## src/hdl/tbd_pkg.sv

```systemverilog
`timescale 1ns / 1ps
// ----------------------------------------------------------------------------
// tbd_pkg - shared types and constants for the thread block dispatcher
// field widths, status and opcode codes, register map, controller interface
// ----------------------------------------------------------------------------
package tbd_pkg;

	// default sizing
	localparam int SM_COUNT_DEF   = 4;
	localparam int WARP_LANES_DEF = 32;

	// field and counter widths
	localparam int THR_W    = 12;
	localparam int SHR_W    = 18;
	localparam int REG_W    = 19;
	localparam int BPT_W    = 10;
	localparam int BR_W     = THR_W + BPT_W;
	localparam int WARP_W   = 7;
	localparam int STATUS_W = 2;
	localparam int SMID_W   = 2;

	localparam logic [WARP_W-1:0] WARP_MAX = '1;

	// opcodes
	localparam logic OP_SCHEDULE = 1'b0;
	localparam logic OP_RELEASE  = 1'b1;

	// result status codes
	localparam logic [STATUS_W-1:0] ST_DONE  = 2'd0;
	localparam logic [STATUS_W-1:0] ST_NOFIT = 2'd1;
	localparam logic [STATUS_W-1:0] ST_CLAMP = 2'd2;

	// configuration port
	localparam int APB_DATA_W = 32;
	localparam int PADDR_W    = 4;
	localparam logic [1:0] REG_THREAD_LIMIT = 2'd0;
	localparam logic [1:0] REG_SHARED_LIMIT = 2'd1;
	localparam logic [1:0] REG_REGBYTE_LIMIT = 2'd2;

	localparam logic [THR_W-1:0] THREAD_LIMIT_RST  = 12'd2048;
	localparam logic [SHR_W-1:0] SHARED_LIMIT_RST  = 18'd131072;
	localparam logic [REG_W-1:0] REGBYTE_LIMIT_RST = 19'd262144;

	typedef struct packed {
		logic [THR_W-1:0] thr;
		logic [SHR_W-1:0] shr;
		logic [REG_W-1:0] rgb;
	} limits_t;

	typedef enum logic [2:0] {
		S_IDLE,
		S_READ,
		S_CHECK,
		S_WRITE,
		S_REFUSE
	} ctrl_state_t;

	// controller to datapath
	typedef struct packed {
		logic load;
		logic rd;
		logic eval;
		logic next_sm;
		logic commit;
		logic refuse;
	} cmd_t;

	// datapath to controller
	typedef struct packed {
		logic release_op;
		logic target_ok;
		logic fits;
		logic last_sm;
	} sts_t;

endpackage

```

## src/hdl/tbd_cfg.sv

```systemverilog
`timescale 1ns / 1ps
// ----------------------------------------------------------------------------
// tbd_cfg - limit registers behind the apb port
// three per-multiprocessor limits, written in the access phase, read back
// ----------------------------------------------------------------------------
module tbd_cfg (
	input  logic                          clk,
	input  logic                          arst_n,
	input  logic                          psel,
	input  logic                          penable,
	input  logic                          pwrite,
	input  logic [tbd_pkg::PADDR_W-1:0]   paddr,
	input  logic [tbd_pkg::APB_DATA_W-1:0] pwdata,
	output logic [tbd_pkg::APB_DATA_W-1:0] prdata,
	output logic                          pready,
	output tbd_pkg::limits_t              limits
);
	import tbd_pkg::*;

	logic       wr_en;
	logic [1:0] reg_idx;
	limits_t    lim_q;

	assign pready  = 1'b1;
	assign reg_idx = paddr[PADDR_W-1:2];
	assign wr_en   = psel & penable & pwrite;
	assign limits  = lim_q;

	always_ff @(posedge clk or negedge arst_n) begin
		if (!arst_n) begin
			lim_q.thr <= THREAD_LIMIT_RST;
			lim_q.shr <= SHARED_LIMIT_RST;
			lim_q.rgb <= REGBYTE_LIMIT_RST;
		end else if (wr_en) begin
			case (reg_idx)
				REG_THREAD_LIMIT:  lim_q.thr <= pwdata[THR_W-1:0];
				REG_SHARED_LIMIT:  lim_q.shr <= pwdata[SHR_W-1:0];
				REG_REGBYTE_LIMIT: lim_q.rgb <= pwdata[REG_W-1:0];
				default: ;
			endcase
		end
	end

	always_comb begin
		prdata = '0;
		case (reg_idx)
			REG_THREAD_LIMIT:  prdata = APB_DATA_W'(lim_q.thr);
			REG_SHARED_LIMIT:  prdata = APB_DATA_W'(lim_q.shr);
			REG_REGBYTE_LIMIT: prdata = APB_DATA_W'(lim_q.rgb);
			default:           prdata = '0;
		endcase
	end

endmodule

```

## src/hdl/tbd_ctrl.sv

```systemverilog
`timescale 1ns / 1ps
// ----------------------------------------------------------------------------
// tbd_ctrl - dispatch sequencer
// walks the multiprocessors one at a time and owns the result valid flag
// ----------------------------------------------------------------------------
module tbd_ctrl (
	input  logic          clk,
	input  logic          arst_n,
	input  logic          req_valid,
	output logic          req_ready,
	output logic          res_valid,
	input  logic          res_ready,
	input  tbd_pkg::sts_t sts,
	output tbd_pkg::cmd_t cmd
);
	import tbd_pkg::*;

	ctrl_state_t state_q, state_d;
	logic        res_valid_q;
	logic        slot_free;
	logic        emit;

	assign slot_free = !res_valid_q || res_ready;
	assign res_valid = res_valid_q;
	assign req_ready = (state_q == S_IDLE);

	always_ff @(posedge clk or negedge arst_n) begin
		if (!arst_n) begin
			state_q     <= S_IDLE;
			res_valid_q <= 1'b0;
		end else begin
			state_q <= state_d;
			if (emit)
				res_valid_q <= 1'b1;
			else if (res_ready)
				res_valid_q <= 1'b0;
		end
	end

	always_comb begin
		state_d = state_q;
		cmd     = '0;
		emit    = 1'b0;
		case (state_q)
			S_IDLE: begin
				if (req_valid) begin
					cmd.load = 1'b1;
					state_d  = S_READ;
				end
			end
			S_READ: begin
				cmd.rd  = 1'b1;
				state_d = S_CHECK;
			end
			S_CHECK: begin
				if (sts.release_op) begin
					cmd.eval = 1'b1;
					state_d  = sts.target_ok ? S_WRITE : S_REFUSE;
				end else if (sts.fits) begin
					cmd.eval = 1'b1;
					state_d  = S_WRITE;
				end else if (sts.last_sm) begin
					state_d = S_REFUSE;
				end else begin
					cmd.next_sm = 1'b1;
					state_d     = S_READ;
				end
			end
			S_WRITE: begin
				if (slot_free) begin
					cmd.commit = 1'b1;
					emit       = 1'b1;
					state_d    = S_IDLE;
				end
			end
			S_REFUSE: begin
				if (slot_free) begin
					cmd.refuse = 1'b1;
					emit       = 1'b1;
					state_d    = S_IDLE;
				end
			end
			default: state_d = S_IDLE;
		endcase
	end

endmodule

```

## src/hdl/tbd_dp.sv

```systemverilog
`timescale 1ns / 1ps
// ----------------------------------------------------------------------------
// tbd_dp - dispatcher datapath
// request registers, per-multiprocessor usage memory, fit test and warp count
// ----------------------------------------------------------------------------
module tbd_dp #(
	parameter int SM_COUNT   = tbd_pkg::SM_COUNT_DEF,
	parameter int WARP_LANES = tbd_pkg::WARP_LANES_DEF
) (
	input  logic                           clk,
	input  logic                           arst_n,
	input  tbd_pkg::cmd_t                  cmd,
	output tbd_pkg::sts_t                  sts,
	input  tbd_pkg::limits_t               limits,
	input  logic                           opcode,
	input  logic [tbd_pkg::SMID_W-1:0]     target_sm,
	input  logic [tbd_pkg::THR_W-1:0]      block_threads,
	input  logic [tbd_pkg::SHR_W-1:0]      block_shared_bytes,
	input  logic [tbd_pkg::BPT_W-1:0]      bytes_per_thread,
	output logic [tbd_pkg::STATUS_W-1:0]   status,
	output logic [tbd_pkg::SMID_W-1:0]     chosen_sm,
	output logic [tbd_pkg::WARP_W-1:0]     warps_now
);
	import tbd_pkg::*;

	localparam int SM_W  = (SM_COUNT > 1) ? $clog2(SM_COUNT) : 1;
	localparam int ENT_W = THR_W + SHR_W + REG_W + WARP_W;
	localparam logic [SM_W-1:0] LAST_SM = SM_W'(SM_COUNT - 1);
	// ceiling division by the warp width as a reciprocal multiply
	localparam int NUM_W   = THR_W + 1;
	localparam int RCP_SH  = NUM_W + 7;
	localparam int RCP_W   = RCP_SH + 1;
	localparam int PROD_W  = NUM_W + RCP_W;
	localparam int QUO_W   = PROD_W - RCP_SH;
	localparam int RCP_MUL = ((1 << RCP_SH) + WARP_LANES - 1) / WARP_LANES;

	// request registers
	logic              op_q;
	logic [SMID_W-1:0] target_q;
	logic [THR_W-1:0]  bt_q;
	logic [SHR_W-1:0]  bs_q;
	logic [BR_W-1:0]   br_q;
	logic [SM_W-1:0]   idx_q;
	logic [SM_W+SMID_W-1:0] tgt_ext;
	logic [SM_W+SMID_W-1:0] idx_ext;

	// usage memory
	logic [ENT_W-1:0]    mem [SM_COUNT];
	logic [SM_COUNT-1:0] valid_q;
	logic [ENT_W-1:0]    rdata_q;
	logic                rvalid_q;
	logic [THR_W-1:0]    cur_t;
	logic [SHR_W-1:0]    cur_s;
	logic [REG_W-1:0]    cur_r;

	// fit test and release
	logic [THR_W:0]    sum_t;
	logic [SHR_W:0]    sum_s;
	logic [BR_W:0]     sum_r;
	logic              fits;
	logic              clamp_t, clamp_s, clamp_r;
	logic [THR_W-1:0]  new_t;
	logic [SHR_W-1:0]  new_s;
	logic [REG_W-1:0]  new_r;
	logic [THR_W-1:0]  t_s2;
	logic [SHR_W-1:0]  s_s2;
	logic [REG_W-1:0]  r_s2;
	logic              clamp_s2;

	// warp count
	logic [NUM_W-1:0]  warp_num;
	logic [PROD_W-1:0] warp_prod;
	logic [QUO_W-1:0]  warp_quo;
	logic [WARP_W-1:0] warps;

	logic [STATUS_W-1:0] status_q;
	logic [SMID_W-1:0]   chosen_q;
	logic [WARP_W-1:0]   warps_q;

	assign tgt_ext = (SM_W + SMID_W)'(target_sm);
	assign idx_ext = (SM_W + SMID_W)'(idx_q);

	always_ff @(posedge clk) begin
		if (cmd.load) begin
			op_q     <= opcode;
			target_q <= target_sm;
			bt_q     <= block_threads;
			bs_q     <= block_shared_bytes;
			br_q     <= BR_W'(block_threads) * BR_W'(bytes_per_thread);
		end
	end

	always_ff @(posedge clk) begin
		if (cmd.load)
			idx_q <= (opcode == OP_RELEASE) ? tgt_ext[SM_W-1:0] : '0;
		else if (cmd.next_sm)
			idx_q <= idx_q + SM_W'(1);
	end

	// memory ports: one read or one write per cycle
	always_ff @(posedge clk) begin
		if (cmd.rd)
			rdata_q <= mem[idx_q];
		if (cmd.commit)
			mem[idx_q] <= {t_s2, s_s2, r_s2, warps};
	end

	always_ff @(posedge clk or negedge arst_n) begin
		if (!arst_n) begin
			valid_q  <= '0;
			rvalid_q <= 1'b0;
		end else begin
			if (cmd.rd)
				rvalid_q <= valid_q[idx_q];
			if (cmd.commit)
				valid_q[idx_q] <= 1'b1;
		end
	end

	// never-written entries read as zero usage
	assign cur_t = rvalid_q ? rdata_q[ENT_W-1 -: THR_W] : '0;
	assign cur_s = rvalid_q ? rdata_q[ENT_W-THR_W-1 -: SHR_W] : '0;
	assign cur_r = rvalid_q ? rdata_q[WARP_W +: REG_W] : '0;

	always_comb begin
		sum_t = {1'b0, cur_t} + {1'b0, bt_q};
		sum_s = {1'b0, cur_s} + {1'b0, bs_q};
		sum_r = (BR_W + 1)'(cur_r) + {1'b0, br_q};
		fits  = (sum_t <= {1'b0, limits.thr}) &&
			(sum_s <= {1'b0, limits.shr}) &&
			(sum_r <= (BR_W + 1)'(limits.rgb));
		clamp_t = bt_q > cur_t;
		clamp_s = bs_q > cur_s;
		clamp_r = br_q > BR_W'(cur_r);
		if (op_q == OP_RELEASE) begin
			new_t = clamp_t ? '0 : cur_t - bt_q;
			new_s = clamp_s ? '0 : cur_s - bs_q;
			new_r = clamp_r ? '0 : cur_r - br_q[REG_W-1:0];
		end else begin
			new_t = sum_t[THR_W-1:0];
			new_s = sum_s[SHR_W-1:0];
			new_r = sum_r[REG_W-1:0];
		end
	end

	always_ff @(posedge clk) begin
		if (cmd.eval) begin
			t_s2     <= new_t;
			s_s2     <= new_s;
			r_s2     <= new_r;
			clamp_s2 <= clamp_t | clamp_s | clamp_r;
		end
	end

	always_comb begin
		warp_num  = NUM_W'(t_s2) + NUM_W'(WARP_LANES - 1);
		warp_prod = PROD_W'(warp_num) * PROD_W'(RCP_MUL);
		warp_quo  = warp_prod[PROD_W-1:RCP_SH];
		warps     = (warp_quo > QUO_W'(WARP_MAX)) ? WARP_MAX : warp_quo[WARP_W-1:0];
	end

	always_ff @(posedge clk) begin
		if (cmd.commit) begin
			status_q <= (op_q == OP_RELEASE && clamp_s2) ? ST_CLAMP : ST_DONE;
			chosen_q <= idx_ext[SMID_W-1:0];
			warps_q  <= warps;
		end else if (cmd.refuse) begin
			status_q <= ST_NOFIT;
			chosen_q <= (op_q == OP_RELEASE) ? target_q : '0;
			warps_q  <= '0;
		end
	end

	assign status    = status_q;
	assign chosen_sm = chosen_q;
	assign warps_now = warps_q;

	assign sts.release_op = (op_q == OP_RELEASE);
	assign sts.target_ok  = (32'(target_q) < 32'(SM_COUNT));
	assign sts.fits       = fits;
	assign sts.last_sm    = (idx_q == LAST_SM);

endmodule

```

## src/hdl/thread_block_first_fit_dispatcher.sv

```systemverilog
`timescale 1ns / 1ps
// ----------------------------------------------------------------------------
// thread_block_first_fit_dispatcher - first-fit thread block placement
// places blocks on the lowest multiprocessor with room, releases them on request
// ----------------------------------------------------------------------------
// requests: one at a time; a new one is taken only after the last result is issued,
//   and a result held back by res_ready stalls the sequencer before it is issued
// fit test: each multiprocessor takes one read of the usage memory, then a compare
// reset: limits return to 2048 threads, 128 KiB shared, 256 KiB registers; all
//   usage reads as zero at once through per-entry valid bits, no clearing pass
module thread_block_first_fit_dispatcher #(
	parameter int SM_COUNT   = tbd_pkg::SM_COUNT_DEF,
	parameter int WARP_LANES = tbd_pkg::WARP_LANES_DEF
) (
	input  logic                           clk,
	input  logic                           arst_n,
	// configuration port
	input  logic                           psel,
	input  logic                           penable,
	input  logic                           pwrite,
	input  logic [tbd_pkg::PADDR_W-1:0]    paddr,
	input  logic [tbd_pkg::APB_DATA_W-1:0] pwdata,
	output logic [tbd_pkg::APB_DATA_W-1:0] prdata,
	output logic                           pready,
	// request channel
	input  logic                           req_valid,
	output logic                           req_ready,
	input  logic                           opcode,
	input  logic [tbd_pkg::SMID_W-1:0]     target_sm,
	input  logic [tbd_pkg::THR_W-1:0]      block_threads,
	input  logic [tbd_pkg::SHR_W-1:0]      block_shared_bytes,
	input  logic [tbd_pkg::BPT_W-1:0]      bytes_per_thread,
	// result channel
	output logic                           res_valid,
	input  logic                           res_ready,
	output logic [tbd_pkg::STATUS_W-1:0]   status,
	output logic [tbd_pkg::SMID_W-1:0]     chosen_sm,
	output logic [tbd_pkg::WARP_W-1:0]     warps_now
);
	import tbd_pkg::*;

	limits_t limits;
	cmd_t    cmd;
	sts_t    sts;

	// limit registers; the user must rewrite them only while no request is in flight, the block does not enforce this
	tbd_cfg u_cfg (
		.clk     (clk),
		.arst_n  (arst_n),
		.psel    (psel),
		.penable (penable),
		.pwrite  (pwrite),
		.paddr   (paddr),
		.pwdata  (pwdata),
		.prdata  (prdata),
		.pready  (pready),
		.limits  (limits)
	);

	// sequencer: accept, read each candidate entry, test, write back or refuse, report
	tbd_ctrl u_ctrl (
		.clk       (clk),
		.arst_n    (arst_n),
		.req_valid (req_valid),
		.req_ready (req_ready),
		.res_valid (res_valid),
		.res_ready (res_ready),
		.sts       (sts),
		.cmd       (cmd)
	);

	// usage memory, fit test, saturating release and warp count
	tbd_dp #(
		.SM_COUNT   (SM_COUNT),
		.WARP_LANES (WARP_LANES)
	) u_dp (
		.clk                (clk),
		.arst_n             (arst_n),
		.cmd                (cmd),
		.sts                (sts),
		.limits             (limits),
		.opcode             (opcode),
		.target_sm          (target_sm),
		.block_threads      (block_threads),
		.block_shared_bytes (block_shared_bytes),
		.bytes_per_thread   (bytes_per_thread),
		.status             (status),
		.chosen_sm          (chosen_sm),
		.warps_now          (warps_now)
	);

endmodule
```

## config.mk

```make
export PLATFORM = sky130hd
export DESIGN_NAME = thread_block_first_fit_dispatcher
export DESIGN_NICKNAME = d
export VERILOG_FILES = /design/src/hdl/tbd_pkg.sv /design/src/hdl/tbd_cfg.sv /design/src/hdl/tbd_ctrl.sv /design/src/hdl/tbd_dp.sv /design/src/hdl/thread_block_first_fit_dispatcher.sv
export SDC_FILE = /design/constraint.sdc
export NUM_CORES = 1
export LEC_CHECK = 0
export BUFFER_PORTS_ARGS = -buffer_cell sky130_fd_sc_hd__buf_2
export CORE_MARGIN = 5
export CORE_UTILIZATION = 50
export CTS_CLUSTER_DIAMETER = 100
export DETAILED_ROUTE_END_ITERATION = 8
export GPL_ROUTABILITY_DRIVEN = 0
export PLACE_DENSITY = 0.67
export SYNTH_ARGS = -nofsm -noshare
export SYNTH_HDL_FRONTEND = slang
export SYNTH_HIERARCHICAL = 1
export SYNTH_SLANG_ARGS = --single-unit
```

## constraint.sdc

```tcl
create_clock -name clk -period 11.3 [get_ports clk]
set_input_delay 0.565 -clock clk [delete_from_list [all_inputs] [get_ports clk]]
set_output_delay 0.565 -clock clk [all_outputs]
set_load 0.02 [all_outputs]
```

* After elaboration in Yosys (flattened, before gate mapping)
Memory sizes are Yosys's and may differ from the RTL's. A register that Yosys moved wholly into a read port is not among the register bits. Index checks and enable logic that the tools add are counted.
Storage, ports and cells: word-level logic and storage cells 118, memory bits (writable) 224, flip-flop bits (word level) 176, ROM bits 0, memories 1, bits in latches 0, output and inout port bits 46, input port bits 86
Operators by class: multiplexer cells 49, shift operators 0, reduce and logical (&&, ||, !) cells 16, multiply operators 1, bitwise operators 5, equal/unequal tests 9, divide/modulo/power cells 0, $add $sub $neg 8, order comparisons 9
Memory list:
- u_dp.mem | words 4, width 56, read ports 1, clocked after memory_dff 1, wr ports 1, line tbd_dp.sv:48 | logic [ENT_W-1:0] mem [SM_COUNT];
Operators with widths (number):
- 19-bit 2-to-1 mux | 3
- 19-bit one-hot mux with 3 select lines | 1
- 18-bit 2-to-1 mux | 3
- 12-bit 2-to-1 mux | 3
- 19-bit by 22-bit adder with 23-bit output | 1
- 23-bit by 19-bit <= comparator with 1-bit output | 1
- 22-bit by 19-bit greater-than comparator with 1-bit output | 1
- 12-bit by 10-bit multiplier with 22-bit output | 1
- 7-bit 2-to-1 mux | 3
- 2-bit 2-to-1 mux | 10
- 18-bit by 18-bit adder with 19-bit output | 1
- 19-bit by 18-bit <= comparator with 1-bit output | 1
- 19-bit subtractor | 1
- 18-bit greater-than comparator | 1
- 1-bit 2-to-1 mux | 18
- 18-bit subtractor | 1
- 3-bit 2-to-1 mux | 5
- 12-bit by 12-bit adder with 13-bit output | 1
- 12-bit by 5-bit adder with 13-bit output (second input constant) | 1
- 13-bit by 12-bit <= comparator with 1-bit output | 1
- 12-bit greater-than comparator | 1
- 3-bit one-hot mux with 4 select lines | 1
- 12-bit subtractor | 1
- 8-bit by 7-bit greater-than comparator with 1-bit output (second input constant) | 1
- 23 further kinds | 35

* Longest topological paths before layout
Gate-level depths: netlist of the first run.
depth in word-level cells 10, depth in mapped cells 25, depth with buffers taken out 23

* Cells and area by module
Netlist of the first run, hierarchy kept.
Modules (own cells, without submodules):
- tbd_dp | instances 1, cells each 2046, area an instance 24108.1 um^2, seq. area each 11025.6 um^2
- tbd_cfg | instances 1, cells each 173, area an instance 2332.2 um^2, seq. area each 1229.9 um^2
- tbd_ctrl | instances 1, cells each 35, area an instance 292.8 um^2, seq. area each 100.1 um^2

* Worst setup path before layout of the first run
OpenSTA, ideal clock, no wires.
path kind reg-to-reg, from reg u_dp.rvalid_q, to reg u_dp.clamp_s2, enable pin, data required time 10780 ps, stages on the path, launching flop included 24, path buffers 3, arrival time 7677 ps, clock period less this slack 8197 ps, library setup time 520 ps, path slack 3103 ps, cell sequence dfrtp_1 -> clkbuf_1 -> and2_1 -> ha_1 -> buf_4 -> nand2b_1 -> a221oi_1 -> o2111ai_1 -> a21oi_1 -> o21bai_1 -> a221oi_2 -> xnor2_1 -> ha_1 -> nand3_1 -> nor3_1 -> and2_1 -> a41oi_1 -> nor3_1 -> o2111ai_1 -> or3_1 -> a211oi_2 -> buf_4 -> nor2_1 -> nor3_1
RTL lines:
- from (decl) | line tbd_dp.sv:51 | logic rvalid_q;
- from (signal assigned) | line tbd_dp.sv:114 | rvalid_q <= valid_q[idx_q];
- to (signal assigned) | line tbd_dp.sv:151 | clamp_s2 <= clamp_t | clamp_s | clamp_r;
- to (decl) | line tbd_dp.sv:68 | logic clamp_s2;

==> results of run 1 <==
state kept, by name, summed over array words and instances, names as in the netlist, 18 cells and up:
name,flops
u_dp/br_q,22
u_dp/bs_q,18
u_cfg/limits,49
u_dp/rdata_q,49
u_dp/r_s2,19
u_dp/mem,196
u_dp/s_s2,18
worst max path at each step:
stage	startpoint	to	slack, ps	cells past startpoint
floorplan	u_dp/rvalid_q	u_dp/clamp_s2	3100	23
global placement	u_dp/rvalid_q	u_dp/s_s2[4]	4090	22
detailed placement	u_dp/rvalid_q	u_dp/s_s2[4]	3900	22
CTS	u_dp/rvalid_q	u_dp/r_s2[14]	3900	22
global route	u_dp/rvalid_q	u_dp/r_s2[14]	3540	22
finish	u_dp/rvalid_q	u_dp/s_s2[4]	3900	22
area by class of cell:
| cell class | count | area, um^2 |
|---|---|---|
| clock buffers | 59 | 1240 |
| clock inverters | 21 | 191.4 |
| fillers | 4340 | 23580 |
| inverters | 252 | 948.4 |
| multi-input cells | 1488 | 12940 |
| flip-flops and latches | 421 | 12360 |
| well taps | 688 | 860.8 |
| repair buffers | 121 | 653.1 |
routing by layer:
metal	GRT usage, %	up-vias	routed length (um)
li1	-	8151	-
met1	30.03	8698	27980
met5	0	-	0
met2	36.98	460	30970
met3	2.152	89	2995
met4	5.488	0	1338
logic make-up (layout without fill, tap and decap cells):
kind of cell / Yosys count / in the layout
mux: 117 / 117
simple gates: 561 / 561
compound gates: 401 / 401
buf+inv: 357 / 453
xor+xnor: 83 / 83
other cells: 3 / 15
fa+ha+maj: 311 / 311
flops: 421 / 421
cell usage in the layout (no fill, tap or decap), types with 17 or more instances in the layout:
cell type	netlist	layout
sky130_fd_sc_hd__xor2_1	19	19
sky130_fd_sc_hd__nand2_1	127	127
sky130_fd_sc_hd__nand2b_1	19	19
sky130_fd_sc_hd__mux4_2	50	50
sky130_fd_sc_hd__a22o_1	19	19
sky130_fd_sc_hd__clkbuf_16	0	46
sky130_fd_sc_hd__mux2_2	41	41
sky130_fd_sc_hd__a21o_1	32	32
sky130_fd_sc_hd__edfxtp_1	363	363
sky130_fd_sc_hd__a21oi_1	114	114
sky130_fd_sc_hd__nand3_1	41	41
sky130_fd_sc_hd__nor2b_1	27	27
sky130_fd_sc_hd__and2_1	121	116
sky130_fd_sc_hd__nor3_1	39	36
sky130_fd_sc_hd__buf_2	19	102
sky130_fd_sc_hd__ha_1	227	227
sky130_fd_sc_hd__buf_4	24	19
sky130_fd_sc_hd__dfrtp_1	55	55
sky130_fd_sc_hd__fa_1	84	84
sky130_fd_sc_hd__nor2_1	101	101
sky130_fd_sc_hd__a31oi_1	17	17
sky130_fd_sc_hd__o21ai_0	66	66
sky130_fd_sc_hd__o21a_1	20	20
sky130_fd_sc_hd__xnor2_1	64	64
sky130_fd_sc_hd__inv_1	247	247
per-stage QoR:
stage          hold slack [ps]  setup slack (ps)  instances
6_report                 143.6              3897       3050
5_1_grt                  152.1              3542       3050
4_1_cts                  140.5              3896       3050
3_5_place_dp             455.2              3900       2970
3_3_place_gp             448.1              4093       2970
2_1_floorplan            269.4              3103       2266
worst reg2reg max path: cells and delay by family, from the launching register on:
kind                     cells  cell delay [ps]
adder cells (fa/ha/maj)      3              950
flip-flops                   1              620
AO/OA/AOI/OAI                7             2020
buffers and inverters        2             1090
XOR/XNOR                     1              210
AND/OR/NAND/NOR              9             2100
power groups by stage:
stage / Clock, mW / Combinational, mW / Sequential (mW)
floorplan: 0 / 3.44 / 2.42
global route: 1.53 / 5.04 / 2.49
detailed placement: 0 / 4.47 / 2.48
finish: 1.44 / 4.53 / 2.46
global placement: 0 / 4.35 / 2.47
CTS: 1.47 / 4.51 / 2.46
==> reports/qor.yml, run 1 <==
placement:
  dpl-instance-area_um2: 27750
  detailed_place_hpwl_mm: 45.35
  place.port_buffers: 102
sta:
  hold_viol_final: 0
  slew_viol_final: 0
  timing.final.crit_period_ps: 7403
  worstMarginPinSlew_ps: 1129
  sum_of_negative_setup_slack_ps: 0
  timing.clock.skew_ps: 22.50
  timing.fmax_ghz: 0.1351
  setup_viol_count_final: 0
  final_min_period_over_clock_period_pct: 65.51
  maxSlewHeadroom_pct: 24.73
  unrepaired_setup_endpoints_after_global_routing: "no"
yosys:
  synth.avg_cell_area_um2: 11.86
  synth_top_cells_by_count: "sky130_fd_sc_hd__edfxtp_1, sky130_fd_sc_hd__inv_1, sky130_fd_sc_hd__ha_1"
  synth_largest_area_cell: "sky130_fd_sc_hd__edfxtp_1"
  synth.cell_area_um2: 26730
  synth.yosys.warnings: 6
  post_synth_mux_area_share_pct: 7.105
  synthXorXnorAreaFrac_pct: 2.719
  synth_seq_cells: 421
  share_of_synthesized_cell_area_in_and_or_nand_and_nor_gates_pct: 10.96
  dominant_combinational_cell_family_by_area_after_synthesis: "adder cells"
  synth_adder_area_share_pct: 16.91
  synth_top_flop_cell: "sky130_fd_sc_hd__edfxtp_1"
  netlist_instances: 2254
  synth_compound_area_share_pct: 10.38
  synth_area_leaders: "sky130_fd_sc_hd__edfxtp_1, sky130_fd_sc_hd__ha_1, sky130_fd_sc_hd__fa_1"
  ys_types: 101
  synth-edff-count: 363
  async_flop_share_pct: 13.78
  synth_most_common_cell: "sky130_fd_sc_hd__edfxtp_1"
  synth_sequential_area_ratio_pct: 46.22
  synth_top_area_share_pct: 40.78
critical_path:
  critPathArrivalTime_ps: 7600
  path_buf_inv: 2
  worst-path-max-fanout: 50
  reg2reg_to: "u_dp/s_s2[4]"
  max_stage_delay_ps: 690
  worst-r2r-cell-count: 22
  cp_cell_sequence: "buf_4 -> and2_1 -> ha_1 -> fa_1 -> nor2b_1 -> o21a_1 -> o211ai_2 -> a31oi_1 -> a211oi_1 -> o21ai_1 -> xnor2_1 -> ha_1 -> nand4_1 -> nor4_1 -> nand2_1 -> o21ai_0 -> nand3_1 -> or3_1 -> a211oi_2 -> nor2_1 -> nor3_2 -> buf_4"
  crit_path_start_kind: "flop"
  timing_worst_setup_path_type: "flop to flop"
  reg2reg_from: "u_dp/rvalid_q"
  cp.required_ps: 11500
  critPathTopFamily: "simple AND/OR/NAND/NOR gates"
  worst_path_max_delay_cell: "sky130_fd_sc_hd__buf_4"
  reg2reg_slack_ps: 3900
  critical_path.endpoint_type: "flop"
layout:
  final_core_utilization_pct: 55.32
  n_diodes: 0
  layout-drive-gt1-share_pct: 14.61
  flow.area_growth_from_synthesis_pct: 9.173
  final_net_count: 2726
  final_design_area_no_fill_um2: 29190
clock_network:
  worstSkewPairLatency_ps: 580
  cts_resized: 0
  clk_pin_slew_ps: 60
  cts.sink_count: 421
  cts.hold.buffers_added: 0
  clock_path_buffers: 3
  clock_tree.root_cell: "sky130_fd_sc_hd__clkbuf_16"
  post-cts-setup-buffers: 0
  cts_tree: "built"
  h-tree-depth: 2
  inserted_clock_buffers: 45
global_routing:
  grt_first_pass_wirelength_mm: 98.43
  antenna_violations_before_repair: 0
  gr-usage-all-layers_pct: 21.62
  overflow: 0
  first_global_vias: 17550
  grt_start_max_net_pins: 68
status:
  outcome: "finished, final reports clean"
pwr:
  p_per_area_nw_per_um2: 288.8
  power.share.switching_pct: 41.52
  power.clock.fraction_pct: 17.1
  vdd_ir_drop_max_mv: 0.1387
  leakagePower_nw: 12.15
  cell_internal_pwr_mw: 4.929
  power.share.sequential_pct: 29.2
  power.net_switching_mw: 3.500
  share_comb_of_total_power_pct: 53.8
  totalPowerFinal_mw: 8.429
floorplan:
  design.core.area_um2: 52760
  floorplan.die.width_um: 241.2
  dieHeight_um: 241.2
  design.die.area_um2: 58190
  design.portCount: 132
  floorplan.rows: 84
  initial_utilization_pct: 50.67
route:
  postRouteWirelength_mm: 63.28
  vias: 17400
  routed_wire_length_per_instance_um: 20.75
  route.detailed.drc: 0
  first_iter_violations: 1389
  antenna_violating_nets_left: 0
  detailedRoute.firstPassIterationCount: 5
  post_drt_via_cell_ratio: 5.704
min_path:
  hold_path.class: "primary input to async pin"
flow_run:
  maxCapViolCount: 0
(Power assumes the default switching activity.)
==> run 2: changes to the inputs <==
==> constraint.sdc (replaced) <==
create_clock -name clk -period 7.6 [get_ports clk]
set_input_delay 0.38 -clock clk [delete_from_list [all_inputs] [get_ports clk]]
set_output_delay 0.38 -clock clk [all_outputs]
set_load 0.02 [all_outputs]
==> reports/qor.yml, run 2 (same netlist as run 1, synthesis figures left out) <==
critical_path:
  cp.required_ps: 7830
  timing_worst_setup_path_type: "flop to flop"
  reg2reg_slack_ps: 1130
  crit_path_start_kind: "flop"
  reg2reg_from: "u_dp/rvalid_q"
  worst-path-max-fanout: 50
  critical_path.endpoint_type: "flop"
  cp-startpoint: "u_dp/rvalid_q"
  critPathArrivalTime_ps: 6690
sta:
  timing.clock.skew_ps: 18.00
  worstMarginPinSlew_ps: 1093
  sum_of_negative_setup_slack_ps: 0
  hold_viol_final: 0
  setup_viol_count_final: 0
  final_min_period_over_clock_period_pct: 85.08
  slew_viol_final: 0
  timing.final.crit_period_ps: 6466
  unrepaired_setup_endpoints_after_global_routing: "no"
  timing.fmax_ghz: 0.1547
  maxSlewHeadroom_pct: 27.13
placement:
  detailed_place_hpwl_mm: 44.65
  total_instance_count_after_detailed_placement: 2971
  place.port_buffers: 102
clock_network:
  clk_pin_slew_ps: 60
  cts.hold.buffers_added: 22
  post-cts-setup-buffers: 0
  cts_tree: "built"
  cts_resized: 0
  inserted_clock_buffers: 43
  worstSkewPairLatency_ps: 570
  h-tree-depth: 2
  clock_tree.root_cell: "sky130_fd_sc_hd__clkbuf_16"
  cts.sink_count: 421
  clock_path_buffers: 3
floorplan:
  design.portCount: 132
  dieHeight_um: 241.2
  floorplan.rows: 84
  initial_utilization_pct: 50.67
  design.core.area_um2: 52760
  floorplan.die.width_um: 241.2
  design.die.area_um2: 58190
route:
  routed_wire_length_per_instance_um: 20.75
  postRouteWirelength_mm: 63.67
  post_drt_via_cell_ratio: 5.700
  detailedRoute.firstPassIterationCount: 6
  first_iter_violations: 1346
  route.detailed.drc: 0
  vias: 17490
  antenna_violating_nets_left: 0
flow_run:
  maxCapViolCount: 0
pwr:
  cell_internal_pwr_mw: 7.317
  power.clock.fraction_pct: 16.7
  power.net_switching_mw: 5.193
  leakagePower_nw: 12.20
  power.share.sequential_pct: 29.1
  power.share.switching_pct: 41.51
  p_per_area_nw_per_um2: 426.0
  share_comb_of_total_power_pct: 54.2
  vdd_ir_drop_max_mv: 0.2164
global_routing:
  overflow: 0
  grt_start_max_net_pins: 72
  first_global_vias: 17620
  gr-usage-all-layers_pct: 21.72
  grt_first_pass_wirelength_mm: 98.66
  antenna_violations_before_repair: 0
min_path:
  hp_start: "pwdata[14]"
  hold_path.class: "primary input to flop"
layout:
  fill_cells: 4330
  regMostFlops: "u_dp/mem"
  final_common_cell: "sky130_fd_sc_hd__edfxtp_1"
  n_diodes: 0
  mostFrequentLayoutCells: "sky130_fd_sc_hd__edfxtp_1, sky130_fd_sc_hd__inv_1, sky130_fd_sc_hd__ha_1, sky130_fd_sc_hd__nand2_1, sky130_fd_sc_hd__and2_1"
  finish.cell_count_without_fillers: 3068
  layout-drive-gt1-share_pct: 14.12
  flow.area_growth_from_synthesis_pct: 9.857
  largest_register_ff_count: 196
  final_net_count: 2747
status:
  outcome: "finished, final reports clean"
==> run 2: power groups by stage <==
| stage | clock network (mW) | registers [mW] | logic (mW) |
|---|---|---|---|
| floorplan | 0 | 3.59 | 5.11 |
| global placement | 0 | 3.65 | 6.52 |
| detailed placement | 0 | 3.68 | 6.66 |
| CTS | 2.14 | 3.64 | 6.74 |
| global route | 2.22 | 3.70 | 7.50 |
| finish | 2.09 | 3.64 | 6.78 |
==> run 2: cell type report <==
type | instances | area, um^2 | area share, %
multi-input combinational | 1488 | 12940 | 44.07
sequential | 421 | 12360 | 42.07
clock buffer | 53 | 1124 | 3.826
inverter | 252 | 948.4 | 3.229
timing repair buffer | 144 | 893.4 | 3.042
tap | 688 | 860.8 | 2.931
clock inverter | 22 | 244.0 | 0.8308
==> run 2: final timing paths <==
kind,end,cells after the start
worst max-delay path,u_dp/s_s2[4],22
worst min-delay path,u_cfg/limits[33],2
worst max register to register,u_dp/s_s2[4],22
worst min register to register,u_dp/valid_q[2],1
max in group asynchronous,u_cfg/limits[5],3
min in group asynchronous,u_ctrl/state_q[1],3
==> run 2: worst max-delay path, cell delays in order, from the launching register on <==
cell and delay (ps):
sky130_fd_sc_hd__dfrtp_1 380, sky130_fd_sc_hd__buf_4 210, sky130_fd_sc_hd__and2_1 200, sky130_fd_sc_hd__ha_1 210
sky130_fd_sc_hd__fa_1 390, sky130_fd_sc_hd__nor2b_1 150, sky130_fd_sc_hd__o21a_1 200, sky130_fd_sc_hd__o211ai_2 210
sky130_fd_sc_hd__a31oi_1 220, sky130_fd_sc_hd__a211oi_1 550, sky130_fd_sc_hd__o21ai_1 280, sky130_fd_sc_hd__xnor2_1 190
sky130_fd_sc_hd__ha_1 310, sky130_fd_sc_hd__nand4_1 120, sky130_fd_sc_hd__nor4_1 640, sky130_fd_sc_hd__nand2_1 100
sky130_fd_sc_hd__o21ai_0 100, sky130_fd_sc_hd__nand3_1 120, sky130_fd_sc_hd__or3_1 350, sky130_fd_sc_hd__a211oi_2 400
sky130_fd_sc_hd__nor2_1 160, sky130_fd_sc_hd__nor3_4 200, sky130_fd_sc_hd__buf_12 350
==> run 2: stage by stage <==
stage               setup WS (ps)  hold slack [ps]  utilization, %  total power, mW  instance area (um^2)
detailed placement           1090            448.4           52.65            10.35                 27780
finish                       1134            65.21           55.66            12.51                 29370
CTS                          1064            29.46           55.66            12.52                 29370
global placement             1214            447.1           52.65            10.17                 27780
floorplan                   946.3            84.41               -            8.700                 26780
global route                617.9            43.93           55.66            13.42                 29370
==> run 2: per-layer routing <==
layer  vias up  part of all wire, %  global-route usage (%)
met2       475                   48                   36.58
li1       8196                    -                       -
met1      8713                   44                   30.19
met4         0                  2.4                   5.420
met5         -                    0                       0
met3       103                  5.0                   2.983
